<file path="config.mk">
export PLATFORM = sky130hd
export DESIGN_NAME = mma_fifo
export DESIGN_NICKNAME = d
export VERILOG_FILES = /design/src/mma_fifo.sv
export SDC_FILE = /design/constraint.sdc
export NUM_CORES = 1
export LEC_CHECK = 0
export BUFFER_PORTS_ARGS = -buffer_cell sky130_fd_sc_hd__buf_4
export CELL_PAD_IN_SITES_DETAIL_PLACEMENT = 1
export CELL_PAD_IN_SITES_GLOBAL_PLACEMENT = 1
export CORE_AREA = 3 3 40 42
export CTS_BUF_LIST = sky130_fd_sc_hd__clkbuf_4
export CTS_CLUSTER_SIZE = 20
export DETAILED_ROUTE_END_ITERATION = 7
export DIE_AREA = 0 0 43 45
export MAX_ROUTING_LAYER = met4
export PLACE_DENSITY_LB_ADDON = 0.2
export SYNTH_ARGS = -nofsm -noshare
export SYNTH_HDL_FRONTEND = slang
export SYNTH_SLANG_ARGS = --single-unit
export TNS_END_PERCENT = 20
</file>
<file path="constraint.sdc">
create_clock -name clk -period 2.3 [get_ports clk]
set_clock_uncertainty 0.15 [all_clocks]
set_input_delay 0.23 -clock clk [delete_from_list [all_inputs] [get_ports clk]]
set_output_delay 0.23 -clock clk [all_outputs]
set_load 0.05 [all_outputs]
</file>
<file path="src/mma_fifo.sv">
// ----------------------------------------------------------------------------
// mma_fifo
// Two-entry first-in first-out queue for one word type.
// ----------------------------------------------------------------------------
module mma_fifo #(
  parameter type T = logic
) (
  input  logic clk,
  input  logic rst,
  input  logic push,
  output logic full,
  input  T     wdata,
  input  logic pop,
  output logic empty,
  output T     rdata
);

  T           mem [2];
  logic       wr_ptr;
  logic       rd_ptr;
  logic [1:0] count;
  logic       do_push;
  logic       do_pop;

  assign full    = (count == 2'd2);
  assign empty   = (count == 2'd0);
  assign do_push = push && !full;
  assign do_pop  = pop && !empty;
  assign rdata   = mem[rd_ptr];

  always_ff @(posedge clk) begin
    if (rst) begin
      wr_ptr <= 1'b0;
      rd_ptr <= 1'b0;
      count  <= 2'd0;
    end else begin
      if (do_push) begin
        wr_ptr <= ~wr_ptr;
      end
      if (do_pop) begin
        rd_ptr <= ~rd_ptr;
      end
      case ({do_push, do_pop})
        2'b10:   count <= count + 2'd1;
        2'b01:   count <= count - 2'd1;
        default: count <= count;
      endcase
    end
  end

  always_ff @(posedge clk) begin
    if (do_push) begin
      mem[wr_ptr] <= wdata;
    end
  end

endmodule

</file>
### Yosys cells after proc, flatten, opt, wreduce, memory -nomap -nowiden

Memory sizes are Yosys's and may differ from the RTL's. A register that Yosys moved wholly into a read port is not among the register bits.
Index checks and enable logic that the tools add are counted.

| word-level totals | value |
|---|---|
| bits in registers | 4 |
| RAM bits | 2 |
| input bits | 5 |
| output and inout bits | 3 |
| word-level logic and storage cells | 22 |
| memories | 1 |

| cells by class | value |
|---|---|
| add/sub/neg operators | 2 |
| equality and inequality tests | 3 |
| muxes and demuxes | 5 |
| bitwise gates (word level) | 2 |
| reductions and logical operators | 6 |

Memory list:

| memory | words | bits a word | rd ports | clocked after memory_dff | wr ports | RTL line | RTL |
|---|---|---|---|---|---|---|---|
| mem | 2 | 1 | 1 | 1 | 1 | 18 | `T mem [2];` |

Operator list:

| kind | number |
|---|---|
| $eq 2x2->1 const B | 2 |
| $mux 1 | 4 |
| $pmux 2 s2 | 1 |
| $add 2x1->2 const B | 1 |
| $eq 2x1->1 const B | 1 |
| $logic_and 1x1->1 | 2 |
| $logic_not 1->1 | 2 |
| $logic_not 2->1 | 1 |
| $not 1->1 | 2 |
| $reduce_bool 2->1 | 1 |
| $sub 2x1->2 const B | 1 |

### Longest topological paths before layout

| logic depth | value |
|---|---|
| word-level depth | 5 |
| mapped depth | 6 |
| depth with buffers taken out | 6 |

### Least setup slack after synthesis

No wires, ideal clock.

| timing | value |
|---|---|
| path type | register to register |
| start point | register count[0] |
| end point | register count[1] |
| setup time | 70 ps |
| arrival time | 1361 ps |
| data required time | 2080 ps |
| path slack | 719 ps |
| stages on the path, launching flop included | 6 |
| buffers on the path | 0 |
| clock period less this slack | 1581 ps |
| cells stage by stage | dfxtp_1 > nand2b_2 > nand2_1 > ha_1 > or3_1 > a21oi_1 |

| on the way | value |
|---|---|
| cells in the longest elaborated chain, start to end | 5 |
| elaborated cells on any way between the ends | 12 |
| those cells by class | add/sub (2); eq/ne (3); mux (1); reduce/logical (6) |

Ends and longest elaborated chain:

| element | RTL line | RTL |
|---|---|---|
| start, declared | 21 | `logic [1:0] count;` |
| start signal, assigned | 44 | `2'b10: count <= count + 2'd1;` |
| start signal, assigned | 45 | `2'b01: count <= count - 2'd1;` |
| start signal, assigned | 46 | `default: count <= count;` |
| $eq 2x2->1 / $logic_not 2->1 (equally long branches) | 25, 26 |  |
| $logic_not 1->1, on equally long branches | 27, 28 |  |
| $logic_and 1x1->1, on equally long branches | 27, 28 |  |
| $eq 2x1->1 / $eq 2x2->1 (equally long branches) | 43 | `case ({do_push, do_pop})` |
| $pmux 2 s2 / $reduce_bool 2->1 (equally long branches) | -- |  |

Parallel ways exist; a longest one is shown, timed or not.
A chain may end at the register's enable or synchronous reset.

### Final worst setup path

Same ends and word-level chain as after synthesis.

==> results by group <==
Synth
  – Yosys warning total: 0
  – Post-synth top area share: 0.339
  – Mapped cell area: 295 um2
  – Seq cells post-synth: 7
  – Register area share after synthesis: 0.542
  – Synth cell types: 16
  – EDFF count, synth: 2
  – Syn Inst Count: 29
  – Cell accounting for the most synthesized area: dfxtp_1
  – Synth top area cells: dfxtp_1 (34%), edfxtp_1 (20%), xnor2_1 (5.9%), nor2_1 (5.1%), ha_1 (4.2%)
  – Count leader, synth: dfxtp_1
  – Post-synth top cells: dfxtp_1 (5), nor2_1 (4)
  – Ys async rst share: 0
  – Syn_area_per_cell: 10.2 um2
  – Post-Syn Nets: 35
  – Ys flop type: dfxtp_1

Layout
  – Area Overhead vs Synth: 34.3%
  – # nets final: 47
  – Antenna cells: 0
  – Share of cells above drive strength 1: 0.350
  – Final Util: 0.309
  – Fillers: 160

Global route
  – Global-route wire length before repair: 1010 um
  – Tot GR Track Use: 0.0802
  – Antenna violations before repair: 0
  – Largest net degree at the start of global routing: 6
  – Vias in the first global route: 240
  – GRT overflow: 0

CTS
  – Clock Sinks: 7
  – Post-cts resize count: 0
  – CTS Hold Buffers Added: 0
  – H-Tree Depth: 1
  – Worst-Skew Late Latency: 0.25 ns
  – Worst-path clk slew: 0.06 ns
  – Setup bufs post-CTS: 0
  – Clock root cell: clkbuf_4
  – Num CTS Buffers: 3
  – Bufs on Longest Clock Path: 2
  – CTS tree: yes

STA
  – Final max-slew violation count: 0
  – Relative slew slack: 0.860
  – Fmax: 586 MHz
  – Setup Viol. Count Final: 0
  – Worst-Margin Slew: 0.209 ns
  – Final setup TNS: 0 ns
  – Tcrit/Tclk final: 0.741
  – Final Hold Vio Count: 0
  – RSZ-0062 raised after global routing: no
  – Tmin final: 1.71 ns

Route
  – Detailed-route via count: 234
  – DRC viols: 0
  – WL final: 588 um
  – Via/cell ratio: 4.25
  – DR WL/cell: 10.7 um
  – Initial detailed-routing violation count: 2
  – First-pass DRT Iterations: 2
  – ANT nets after route: 0

Worst setup path
  – CP Capture Type: flip-flop
  – Critical Path RT: 2.34 ns
  – Nature of the critical path startpoint: flip-flop
  – Crit Path Category: reg2reg
  – Crit Path Max Fanout: 5
  – CP arrival: 1.74 ns

Hold path
  – HP Class: in2reg

Outcome
  – Status: complete, no violations

Place
  – Final Wtd Congestion: 0.722
  – Hpwl dp: 467 um
  – IO Port Bufs: 7

Floorplanning
  – Initial core utilization: 0.230
  – Chip width: 43 um
  – Core Region: 1280 um2
  – Top-Level Pins: 8
  – Die ar.: 1940 um2
  – Die height: 45 um
  – Row count: 13

Power
  – Power density cells: 1540 nW/um2
  – LEAKAGE: 0.180 nW
  – Overall Power: 0.611 mW
  – Max IR drop VDD: 0.383 mV

Run
  – Max-cap violations: 0
power breakdown:
part / internal (mW) / switching (mW) / leakage [nW]
sequential: 0.168 / 0.0326 / 0.0600
combinational: 0.109 / 0.174 / 0.102
clock: 0.0782 / 0.0491 / 0.0184
total: 0.355 / 0.256 / 0.180
metal layers:
layer / track usage / routed length (um) / vias up
li1: - / - / 117
met5: - / 0 / -
met2: 0.117 / 320 / 3
met4: 0.108 / 0 / 0
met3: 0.0239 / 22 / 0
met1: 0.0733 / 245 / 114
through the flow:
step	setup WS, ns	cell area (um2)	hold slack, ns	std cells
2_1_floorplan	0.719	295	0.149	29
3_3_place_gp	0.667	367	0.267	51
3_5_place_dp	0.605	367	0.274	51
4_1_cts	0.587	397	0.00227	55
5_1_grt	0.518	397	0.00259	55
6_report	0.595	397	0.0122	55
cell usage in the layout, fill, tap and decap left out, drive strengths merged, types with 2 or more instances in the layout:
cell    n
edfxtp  2
o21ai   2
buf     7
a21oi   2
or3     2
inv     3
dfxtp   5
xnor2   2
clkbuf  4
nor2    4
kinds of logic after synthesis:
logic type	share of synthesized area
mux	0.0381
compound gates	0.0932
buf+inv	0.0381
simple gates	0.157
flops	0.542
fa+ha+maj	0.0424
xor+xnor	0.0890
critical path, cell delays in order, from the launching register on:
cell      delay (ns)
dfxtp_1         0.43
nand2b_2        0.19
nand2_1         0.06
ha_1            0.33
or3_1           0.35
a21oi_1         0.14
cell type report:
cell class / instances / area [um2] / area share
sequential: 7 / 160 / 0.404
inverter: 3 / 11.3 / 0.0284
timing repair buffer: 7 / 52.6 / 0.132
multi-input combinational: 19 / 124 / 0.312
tap: 15 / 18.8 / 0.0473
clock buffer: 4 / 30.0 / 0.0757
path summary, 6_finish.rpt:
path,cells after the start,slack [ns],endpoint,startpoint
min reg2reg,2,0.34,wr_ptr,wr_ptr
max,5,0.59,count[1],count[0]
min,1,0.01,mem[1],wdata
max reg2reg,5,0.59,count[1],count[0]
Note: power is estimated with default switching activity, not from simulation.
