## src/mma_pkg.sv

```systemverilog
// ----------------------------------------------------------------------------
// mma_pkg
// Shared types and constants of the multichannel moving-average unit.
// ----------------------------------------------------------------------------
package mma_pkg;

  // Fixed field widths.
  localparam int CHAN_W     = 4;
  localparam int DATA_W     = 32;
  localparam int SUM_W      = 40;
  localparam int WLEN_W     = 9;
  localparam int CHAN_IDX_W = 6;   // folded channel index, enough for 64 channels
  localparam int DIV_STEPS  = SUM_W;
  localparam int DIV_CNT_W  = 6;

  // Input mode codes.
  localparam logic MODE_SAMPLE = 1'b0;
  localparam logic MODE_CLEAR  = 1'b1;

  // Configuration register map.
  localparam int          PADDR_W         = 2;
  localparam logic [1:0]  ADDR_WINDOW_LEN = 2'h0;
  localparam logic [WLEN_W-1:0] WINDOW_LEN_RESET = 9'd256;

  // Saturation limits of the 32-bit result.
  localparam logic [SUM_W-1:0]  MAG_POS_LIMIT = 40'h00_7FFF_FFFF;
  localparam logic [SUM_W-1:0]  MAG_NEG_LIMIT = 40'h00_8000_0000;
  localparam logic [DATA_W-1:0] AVG_MAX       = 32'h7FFF_FFFF;
  localparam logic [DATA_W-1:0] AVG_MIN       = 32'h8000_0000;

  typedef struct packed {
    logic                     mode;
    logic [CHAN_W-1:0]        channel;
    logic signed [DATA_W-1:0] sample;
  } in_word_t;

  typedef struct packed {
    logic [CHAN_W-1:0]        channel_res;
    logic signed [DATA_W-1:0] average;
    logic                     valid_res;
  } out_word_t;

  typedef enum logic {
    OP_SAMPLE,
    OP_CLEAR
  } cmd_op_t;

  typedef struct packed {
    cmd_op_t                  op;
    logic [CHAN_W-1:0]        chan_in;
    logic [CHAN_IDX_W-1:0]    chan_idx;
    logic signed [DATA_W-1:0] sample;
  } cmd_t;

  typedef enum logic [2:0] {
    ST_IDLE,
    ST_MOD,
    ST_READ,
    ST_SUM,
    ST_PREP,
    ST_DIV,
    ST_SAT,
    ST_PUSH
  } eng_state_t;

endpackage

```

## src/mma_fifo.sv

```systemverilog
// ----------------------------------------------------------------------------
// mma_fifo
// Two-entry first-in first-out queue for one word type.
// ----------------------------------------------------------------------------
module mma_fifo #(
  parameter type T = logic
) (
  input  logic clk,
  input  logic rst,
  input  logic push,
  output logic full,
  input  T     wdata,
  input  logic pop,
  output logic empty,
  output T     rdata
);

  T           mem [2];
  logic       wr_ptr;
  logic       rd_ptr;
  logic [1:0] count;
  logic       do_push;
  logic       do_pop;

  assign full    = (count == 2'd2);
  assign empty   = (count == 2'd0);
  assign do_push = push && !full;
  assign do_pop  = pop && !empty;
  assign rdata   = mem[rd_ptr];

  always_ff @(posedge clk) begin
    if (rst) begin
      wr_ptr <= 1'b0;
      rd_ptr <= 1'b0;
      count  <= 2'd0;
    end else begin
      if (do_push) begin
        wr_ptr <= ~wr_ptr;
      end
      if (do_pop) begin
        rd_ptr <= ~rd_ptr;
      end
      case ({do_push, do_pop})
        2'b10:   count <= count + 2'd1;
        2'b01:   count <= count - 2'd1;
        default: count <= count;
      endcase
    end
  end

  always_ff @(posedge clk) begin
    if (do_push) begin
      mem[wr_ptr] <= wdata;
    end
  end

endmodule

```

## src/mma_front.sv

```systemverilog
// ----------------------------------------------------------------------------
// mma_front
// Accepts input words, classifies them and queues commands for the engine.
// ----------------------------------------------------------------------------
module mma_front import mma_pkg::*; #(
  parameter int CHANNELS = 16
) (
  input  logic     clk,
  input  logic     rst,
  input  logic     push,
  output logic     full,
  input  in_word_t item,
  input  logic     cmd_pop,
  output logic     cmd_empty,
  output cmd_t     cmd
);

  localparam int NUM_CODES = 1 << CHAN_W;

  logic [CHAN_IDX_W-1:0] fold_tbl [NUM_CODES];
  cmd_t                  cmd_in;

  // Channel codes beyond the configured count fold back modulo CHANNELS.
  for (genvar i = 0; i < NUM_CODES; i++) begin : g_fold
    assign fold_tbl[i] = CHAN_IDX_W'(i % CHANNELS);
  end

  always_comb begin
    cmd_in.op       = (item.mode == MODE_CLEAR) ? OP_CLEAR : OP_SAMPLE;
    cmd_in.chan_in  = item.channel;
    cmd_in.chan_idx = fold_tbl[item.channel];
    cmd_in.sample   = item.sample;
  end

  mma_fifo #(
    .T (cmd_t)
  ) u_cmd_q (
    .clk   (clk),
    .rst   (rst),
    .push  (push),
    .full  (full),
    .wdata (cmd_in),
    .pop   (cmd_pop),
    .empty (cmd_empty),
    .rdata (cmd)
  );

endmodule

```

## config.mk

```make
export PLATFORM = sky130hd
export DESIGN_NAME = mma_front
export DESIGN_NICKNAME = d
export VERILOG_FILES = /design/src/mma_pkg.sv /design/src/mma_fifo.sv /design/src/mma_front.sv
export SDC_FILE = /design/constraint.sdc
export NUM_CORES = 1
export LEC_CHECK = 0
export BUFFER_PORTS_ARGS = -buffer_cell sky130_fd_sc_hd__buf_2
export CAP_MARGIN = 15
export CORE_MARGIN = 5
export CORE_UTILIZATION = 51
export CTS_CLUSTER_DIAMETER = 200
export DETAILED_ROUTE_END_ITERATION = 8
export PLACE_DENSITY = 0.81
export SETUP_SLACK_MARGIN = 0.2
export SLEW_MARGIN = 10
export SYNTH_ARGS = -nofsm -noshare
export SYNTH_HDL_FRONTEND = slang
export SYNTH_SLANG_ARGS = --single-unit
```

## constraint.sdc

```tcl
create_clock -name clk -period 2.48 [get_ports clk]
set_input_delay 0.248 -clock clk [delete_from_list [all_inputs] [get_ports clk]]
set_output_delay 0.248 -clock clk [all_outputs]
set_load 0.05 [all_outputs]
```

# Word level (Yosys, flattened, before mapping)

Memory sizes are Yosys's and may differ from the RTL's. A register that Yosys moved wholly into a read port is not among the register bits.
Cells that the tools add are included.

Register bits: 4
RAM bits: 86
Bits in read-only memories: 96
Input port bits: 41
Output and inout bits: 45
Logic and storage cells: 28
Memories: 2

Memory list:

| memory           | depth | bits a word | rd ports | clocked after Yosys merged registers in | write ports | RTL line        | text |
|---|---|---|---|---|---|---|---|
| (name not given) | 16    | 6           | 1        | 0                                       | 0           | mma_front.sv:31 | `cmd_in.chan_idx = fold_tbl[item.channel];` |
| u_cmd_q.mem      | 2     | 43          | 1        | 1                                       | 1           | mma_fifo.sv:18  | `T mem [2];` |

Add/sub/neg operators: 2
Order comparisons: 1
Eq/ne operators: 3
Muxes and demuxes: 8
Bitwise gates (word level): 3
Reductions and logical operators: 6

Operator list:

| kind                | number |
|---|---|
| $mux 6              | 2 |
| $ge 5x5->1 const B  | 1 |
| $mux 1              | 5 |
| $not 4->5           | 1 |
| $eq 2x2->1 const B  | 2 |
| $pmux 2 s2          | 1 |
| $add 2x1->2 const B | 1 |
| $eq 2x1->1 const B  | 1 |
| $logic_and 1x1->1   | 2 |
| $logic_not 1->1     | 2 |
| $logic_not 2->1     | 1 |
| $not 1->1           | 2 |
| $reduce_bool 2->1   | 1 |
| $sub 2x1->2 const B | 1 |

# Depth between registers and ports, before layout

Gate-level depths: netlist (run 1).

Depth in word-level cells: 5
Gate-level depth with buffers: 6
Mapped depth without buffers: 6

# Modules after synthesis

A second synthesis (run 1) with hierarchy kept.

Cell total of the unflattened synthesis: 161
Area, all modules: 3319.4 um^2

By module, submodules not included:

| module    | times used | cells each | area an instance (um^2) | sequential area each (um^2) |
|---|---|---|---|---|
| mma_fifo  | 1          | 160        | 3315.7                  | 2682.6 |
| mma_front | 1          | 1          | 3.8                     | 0.0 |

# Least setup slack after synthesis (run 1)

Ideal clock, no wire load.

Path kind: register to register
Start point: reg u_cmd_q.count[0]
End point: mem u_cmd_q.mem[0][0] (netlist bit) (enable)
Setup time: 392 ps
Data arrival time: 1746 ps
Data required time: 2088 ps
Slack: 342 ps
Cell stages (with the launch flop): 5
Path buffers: 0
Clock period less this slack: 2138 ps
Path through: dfxtp_1 nand2b_2 inv_2 or3_1 inv_1

Cells in the longest elaborated chain, start to end: 5

RTL lines:

| item                         | RTL line        | text |
|---|---|---|
| start: declaration           | mma_fifo.sv:21  | `logic [1:0] count;` |
| start signal: assignment     | mma_fifo.sv:44  | `2'b10: count <= count + 2'd1;` |
| start signal: assignment     | mma_fifo.sv:45  | `2'b01: count <= count - 2'd1;` |
| start signal: assignment     | mma_fifo.sv:46  | `default: count <= count;` |
| $eq 2x2->1                   | mma_fifo.sv:25  | `assign full = (count == 2'd2);` |
| via full                     | mma_front.sv:11 | `output logic full,` |
| $logic_not 1->1              | mma_fifo.sv:27  | `assign do_push = push && !full;` |
| $logic_and 1x1->1            | mma_fifo.sv:27  |  |
| $mux 1                       | mma_fifo.sv:52  | `if (do_push) begin` |
| $mux 1 (not written as such) | mma_fifo.sv:53  | `mem[wr_ptr] <= wdata;` |
| end: declaration             | mma_fifo.sv:18  |  |

The timed path passes the listed nets, and every way through them passes these cells.

==> impl_metrics.py, run 1 <==
metrics = {
    "final_layout": {
        "design_area_um2": 3660,
        "nNetsFinal": 279,
        "syn2layout_area_growth_pct": 24.8,
        "n_antenna_cell": 0,
        "fin_util_pct": 66.1,
        "drive_gt1_share_pct": 51.9,
    },
    "synthesis": {
        "synth_edf_count": 74,
        "synth_area_um2": 2930,
        "synth_area_per_cell_um2": 19.8,
        "yosys_register_bits": 79,
        "synthArstFlopShare_pct": 0,
        "synth_top_area_cell": "edfxtp_1",
        "synth_cell_types": 20,
        "yosys-top-cells-area": "edfxtp_1 (76%), mux2_2 (8.1%), mux2_1 (6.1%), dfxtp_1 (3.4%), buf_4 (1.5%)",
        "syn_inst": 148,
        "synthFlopType": "edfxtp_1",
        "yosysWarnings": 0,
        "seq_area_frac_synth_pct": 79.2,
        "synth_top_area_share_pct": 75.8,
    },
    "clocking": {
        "postCtsHoldBufs": 0,
        "clock_sinks": 79,
        "clock_path_buffers": 2,
        "tritoncts": "done",
        "clk_latency_ns": 0.33,
        "cts_resized": 0,
        "cts_buffers": 9,
        "clockRootBuffer": "clkbuf_8",
        "post-cts-setup-buffers": 0,
        "clk_pin_slew_ns": 0.07,
        "htreeDepth": 3,
    },
    "power": {
        "power_mw": 4.60,
        "powerDensity_nw_per_um2": 1260,
        "cellLeakagePower_nw": 1.41,
        "max-vdd-ir-drop_v": 0.000899,
    },
    "placement": {
        "io_buffers": 83,
        "place_hpwl_um": 3450,
        "gp_congestion": 0.678,
        "post_dp_cell_area_um2": 3430,
    },
    "die": {
        "start_util_pct": 52.9,
        "fp-row-count": 27,
        "ios": 86,
        "die_h_um": 85.8,
        "die_w_um": 85.8,
        "core_um2": 5540,
        "dieArea_um2": 7360,
    },
    "global_route": {
        "grt_max_degree": 29,
        "grt_pass1_vias": 1677,
        "grt_antenna_before_repair": 0,
        "grt_use_total_pct": 14.4,
        "grt_overflow_total": 0,
        "grt_pass1_wl_um": 7870,
    },
    "setup_path": {
        "crit_path_end_kind": "output port",
        "critPathRequiredTime_ns": 2.23,
        "arrival_ns": 1.66,
        "worstSetupPathType": "flip-flop to output port",
        "start_kind": "flip-flop",
        "path_max_fanout": 28,
    },
    "outcome": {
        "status": "finished clean",
    },
    "sta": {
        "rsz0062_at_grt": "no",
        "finalCriticalPeriod_ns": 1.90,
        "slew_viol_final": 0,
        "setup_viol": 0,
        "fmax_ghz": 0.525,
        "setup_tns_ns": 0,
        "min_period_over_period_pct": 76.8,
        "holdWs_ns": 0.0965,
        "clock_skew_ns": 0.00790,
        "final_hold_viol_count": 0,
    },
    "detailed_routing": {
        "wire_per_inst_um": 15.6,
        "via_count": 1536,
        "firstDrtPassIters": 4,
        "drt_iter0_drc": 75,
        "drt_drc_violations_left": 0,
        "vias_per_cell": 4.91,
        "drt_wl_total_um": 4890,
        "drtAntennaViolNets": 0,
    },
    "job": {
        "drv_cap": 0,
    },
    "hold_path": {
        "hold_path_class": "primary input to flip-flop",
    },
}
-- metrics by stage --
stage | cells | setup WS, ns
floorplan | 149 | 0.342
global placement | 298 | 0.852
detailed placement | 298 | 0.798
CTS | 313 | 0.548
global route | 313 | 0.495
finish | 313 | 0.575
-- per-layer routing --
layer	wire length [um]	track usage, %
met4	80	6.91
met3	387	4.71
met1	1980	16.0
met5	0	0
met2	2440	24.8
-- logic make-up (layout without fill, tap and decap cells) --
family	after synthesis	after routing	share of synthesized area, %
flip-flops	79	79	79.2
multiplexers	37	37	14.2
buffers and inverters	13	105	2.60
AND/OR/NAND/NOR	9	9	1.58
AO/OA/AOI/OAI	5	5	0.939
XOR/XNOR	3	3	0.896
adder cells (fa/ha/maj)	1	1	0.427
other	1	2	0.128
-- synthesized netlist by cell type (all sizes together) (2+ instances only) --
cell / instances
xnor2: 2
nor2: 4
edfxtp: 74
inv: 3
or3: 2
mux2: 37
dfxtp: 5
buf: 10
a21oi: 2
o21ai: 2
-- worst max-delay path: stages, from the launching register on --
cell and delay (ns):
dfxtp_2 0.49, buf_12 0.24, mux2_1 0.37, buf_2 0.22
-- sequential cells by signal, summed over array words and instances, names as in the netlist, named ones only --
| register | count |
|---|---|
| u_cmd_q.wr_ptr | 1 |
| u_cmd_q.rd_ptr | 1 |
| u_cmd_q.count | 2 |
| u_cmd_q.mem | 74 |
-- power by group --
part	leakage (nW)	switching, mW	internal (mW)	total [mW]
Sequential	0.734	0.0842	1.69	1.77
Combinational	0.563	1.28	0.480	1.76
Clock	0.113	0.409	0.662	1.07
-- worst paths after layout --
path / start / endpoint / slack (ns) / cells after the start
setup / recovery: flip-flop / cmd[35] / 0.58 / 3
hold / removal: item[14] / u_cmd_q.mem[1][14]$_DFFE_PP_ / 0.1 / 1
setup reg to reg: u_cmd_q.count[0]$_SDFFE_PP0P_ / u_cmd_q.mem[0][20]$_DFFE_PP_ / 0.79 / 5
hold reg to reg: u_cmd_q.wr_ptr$_SDFFE_PP0N_ / u_cmd_q.wr_ptr$_SDFFE_PP0N_ / 0.51 / 2
-- layout by cell type, fill, tap and decap left out --
cell,Yosys,routed
nor2_1,4,4
and3_2,0,1
o21ai_0,2,2
ha_1,1,1
buf_12,0,2
clkbuf_8,0,9
xnor2_1,2,2
clkinv_2,0,1
mux2_2,21,21
inv_2,1,1
nand2b_2,1,1
inv_1,2,2
buf_2,4,83
or3_1,2,2
edfxtp_1,74,74
dfxtp_1,5,4
clkbuf_1,0,2
nand2_1,1,1
buf_4,6,2
conb_1,1,2
a21oi_1,2,2
o21a_1,1,1
mux2_1,16,16
xor2_1,1,1
dfxtp_2,0,1
bufinv_16,0,3
-- final cells by class --
cell class                      instances  area, um^2
Timing Repair Buffer                   87         470
Inverter                                3        11.3
Tap cell                               72        90.1
Multi-Input combinational cell         57         538
Fill cell                             398        1880
Sequential cell                        79        2320
Clock buffer                           11         131
Clock inverter                          4        95.1
No activity file was read; power rests on OpenSTA's default activity.
==> run 2, diff against run 1 <==
Settings changed: CORE_UTILIZATION 51 to 46, PLACE_DENSITY 0.81 to 0.77.
Clock period 2.48 ns to 1.7 ns, I/O delays scaled along.
==> run 2 against run 1 <==
- design area increased by 7.6%
- clock-buffer cell count increased by 1
- sequential power increased by 46%
- global-route usage fell by 0.82 points
- critical endpoint is now cmd[23]
- largest power group is now combinational cells
- highest routed layer unchanged
==> impl_metrics.py, run 2 (same netlist as run 1, synthesis figures left out) <==
metrics = {
    "detailed_routing": {
        "vias_per_cell": 4.85,
        "drt_wl_total_um": 5490,
        "wire_per_inst_um": 16.8,
        "firstDrtPassIters": 4,
        "drtAntennaViolNets": 0,
        "drt_iter0_drc": 77,
        "via_count": 1585,
        "drt_drc_violations_left": 0,
    },
    "clocking": {
        "clk_latency_ns": 0.33,
        "htreeDepth": 3,
        "clockRootBuffer": "clkbuf_8",
        "cts_buffers": 9,
        "clock_path_buffers": 2,
        "clk_pin_slew_ns": 0.07,
        "tritoncts": "done",
        "clock_sinks": 79,
    },
    "sta": {
        "min_period_over_period_pct": 95.3,
        "fmax_ghz": 0.617,
        "setup_tns_ns": 0,
        "slew_viol_final": 0,
        "finalCriticalPeriod_ns": 1.62,
        "rsz0062_at_grt": "yes",
        "clock_skew_ns": 0.00574,
        "final_hold_viol_count": 0,
        "setup_viol": 0,
        "setup_ws_ns": 0.0800,
    },
    "final_layout": {
        "nNetsFinal": 288,
        "multiInputGateArea_um2": 593,
        "reg.largest.list": "u_cmd_q.mem x74, u_cmd_q.count x2",
        "fin_util_pct": 62.7,
        "drive_gt1_share_pct": 56.0,
        "fill_cells": 464,
        "max_flop_register": "u_cmd_q.mem",
        "syn2layout_area_growth_pct": 34.3,
        "regArea_um2": 2330,
        "n_antenna_cell": 0,
        "largest_reg_flops": 74,
        "layout_commonest_cell": "edfxtp_1",
        "layout_common_cells": "edfxtp_1 (74), buf_2 (42), buf_4 (34)",
    },
    "die": {
        "core_um2": 6280,
        "dieArea_um2": 8070,
        "fp-row-count": 29,
        "die_h_um": 89.8,
        "start_util_pct": 46.7,
        "ios": 86,
        "die_w_um": 89.8,
    },
    "power": {
        "p_sw_mw": 2.72,
        "seq_power_share_pct": 37.5,
        "p_int_mw": 4.19,
        "cellLeakagePower_nw": 1.50,
        "powerDensity_nw_per_um2": 1750,
        "p_clk_share_pct": 15.8,
        "max-vdd-ir-drop_v": 0.00102,
        "swShare_pct": 39.4,
        "p_comb_share_pct": 46.7,
    },
    "placement": {
        "gp_congestion": 0.697,
        "dp_slack_ns": 0.177,
        "place_hpwl_um": 3560,
        "io_buffers": 83,
    },
    "job": {
        "drv_cap": 0,
    },
    "global_route": {
        "grt_pass1_wl_um": 8550,
        "grt_overflow_total": 0,
        "grt_pass1_vias": 1725,
        "grt_antenna_before_repair": 0,
        "grt_use_total_pct": 13.6,
        "grt_max_degree": 25,
    },
    "hold_path": {
        "holdPathStages": 1,
        "hold_path.startpoint": "item[27]",
        "hold_path_class": "primary input to flip-flop",
    },
    "setup_path": {
        "worstSetupPathType": "flip-flop to output port",
        "rr_worst_depth": 5,
        "critPathRequiredTime_ns": 1.53,
        "path_max_fanout": 16,
        "crit_path_end_kind": "output port",
        "start_kind": "flip-flop",
        "arrival_ns": 1.45,
        "worst_r2r_startpoint": "u_cmd_q.count[0]$_SDFFE_PP0P_",
    },
    "outcome": {
        "status": "finished clean",
    },
}
run 2: changes by cell type in the layout (fill, tap and decap cells not counted), sizes merged:
cell         delta
buf             +5
bufinv          -3
clkbuf          +3
clkinv          +2
dlygate4sd3     +2
clkinvlp        +1
inv             -1
run 2: final cells by class:
| type | count | share of cell area, % |
|---|---|---|
| Inverter | 3 | 0.508 |
| Timing Repair Buffer | 96 | 19.1 |
| Multi-Input combinational cell | 57 | 15.1 |
| Sequential cell | 79 | 59.2 |
| Clock buffer | 12 | 3.43 |
| Tap cell | 77 | 2.45 |
| Clock inverter | 3 | 0.286 |
run 2: power by group through the flow:
| stage | combinational, mW | clock [mW] | sequential, mW |
|---|---|---|---|
| 6_report | 3.23 | 1.09 | 2.59 |
| 5_1_grt | 3.38 | 1.23 | 2.62 |
| 4_1_cts | 2.96 | 1.13 | 2.57 |
| 3_5_place_dp | 2.70 | 0 | 2.60 |
| 3_3_place_gp | 2.68 | 0 | 2.58 |
| 2_1_floorplan | 2.17 | 0 | 2.57 |
run 2: layer usage:
layer | up-vias | routed length [um] | global-route usage [%]
met5 | - | 0 | 0
met4 | 0 | 87 | 6.80
met3 | 9 | 326 | 5.09
met2 | 45 | 2900 | 22.7
met1 | 775 | 2170 | 15.0
li1 | 756 | - | -
run 2: per-stage QoR:
step                      power (mW)  instances  cell area (um^2)  hold slack (ns)
after global placement          5.26        305              3470            0.360
after global routing            7.22        327              3940          0.00108
after CTS                       6.65        320              3750          0.00779
final                           6.91        327              3940           0.0256
after floorplan                 4.74        149              2970            0.235
after detailed placement        5.29        305              3470            0.362
run 2: repair_timing:
action / in CTS / in global routing
setup buffers: 0 / 2
gates cloned: 0 / 3
pin swaps: 0 / 3
hold buffers: 0 / 2
hold endpoints to repair: 0 / 4
setup endpoints to repair: 55 / 79
gates resized for setup: 48 / 22
run 2: critical path, stage by stage, from the launching register on:
cell,delay (ns)
dfxtp_4,0.41
buf_12,0.16
mux2_2,0.35
buf_4,0.19
run 2: path summary, 6_finish.rpt:
kind / slack [ns] / end
setup / recovery: 0.08 / cmd[23]
hold / removal: 0.03 / u_cmd_q.mem[0][27]$_DFFE_PP_
setup reg to reg: 0.17 / u_cmd_q.mem[0][22]$_DFFE_PP_
hold reg to reg: 0.52 / flip-flop
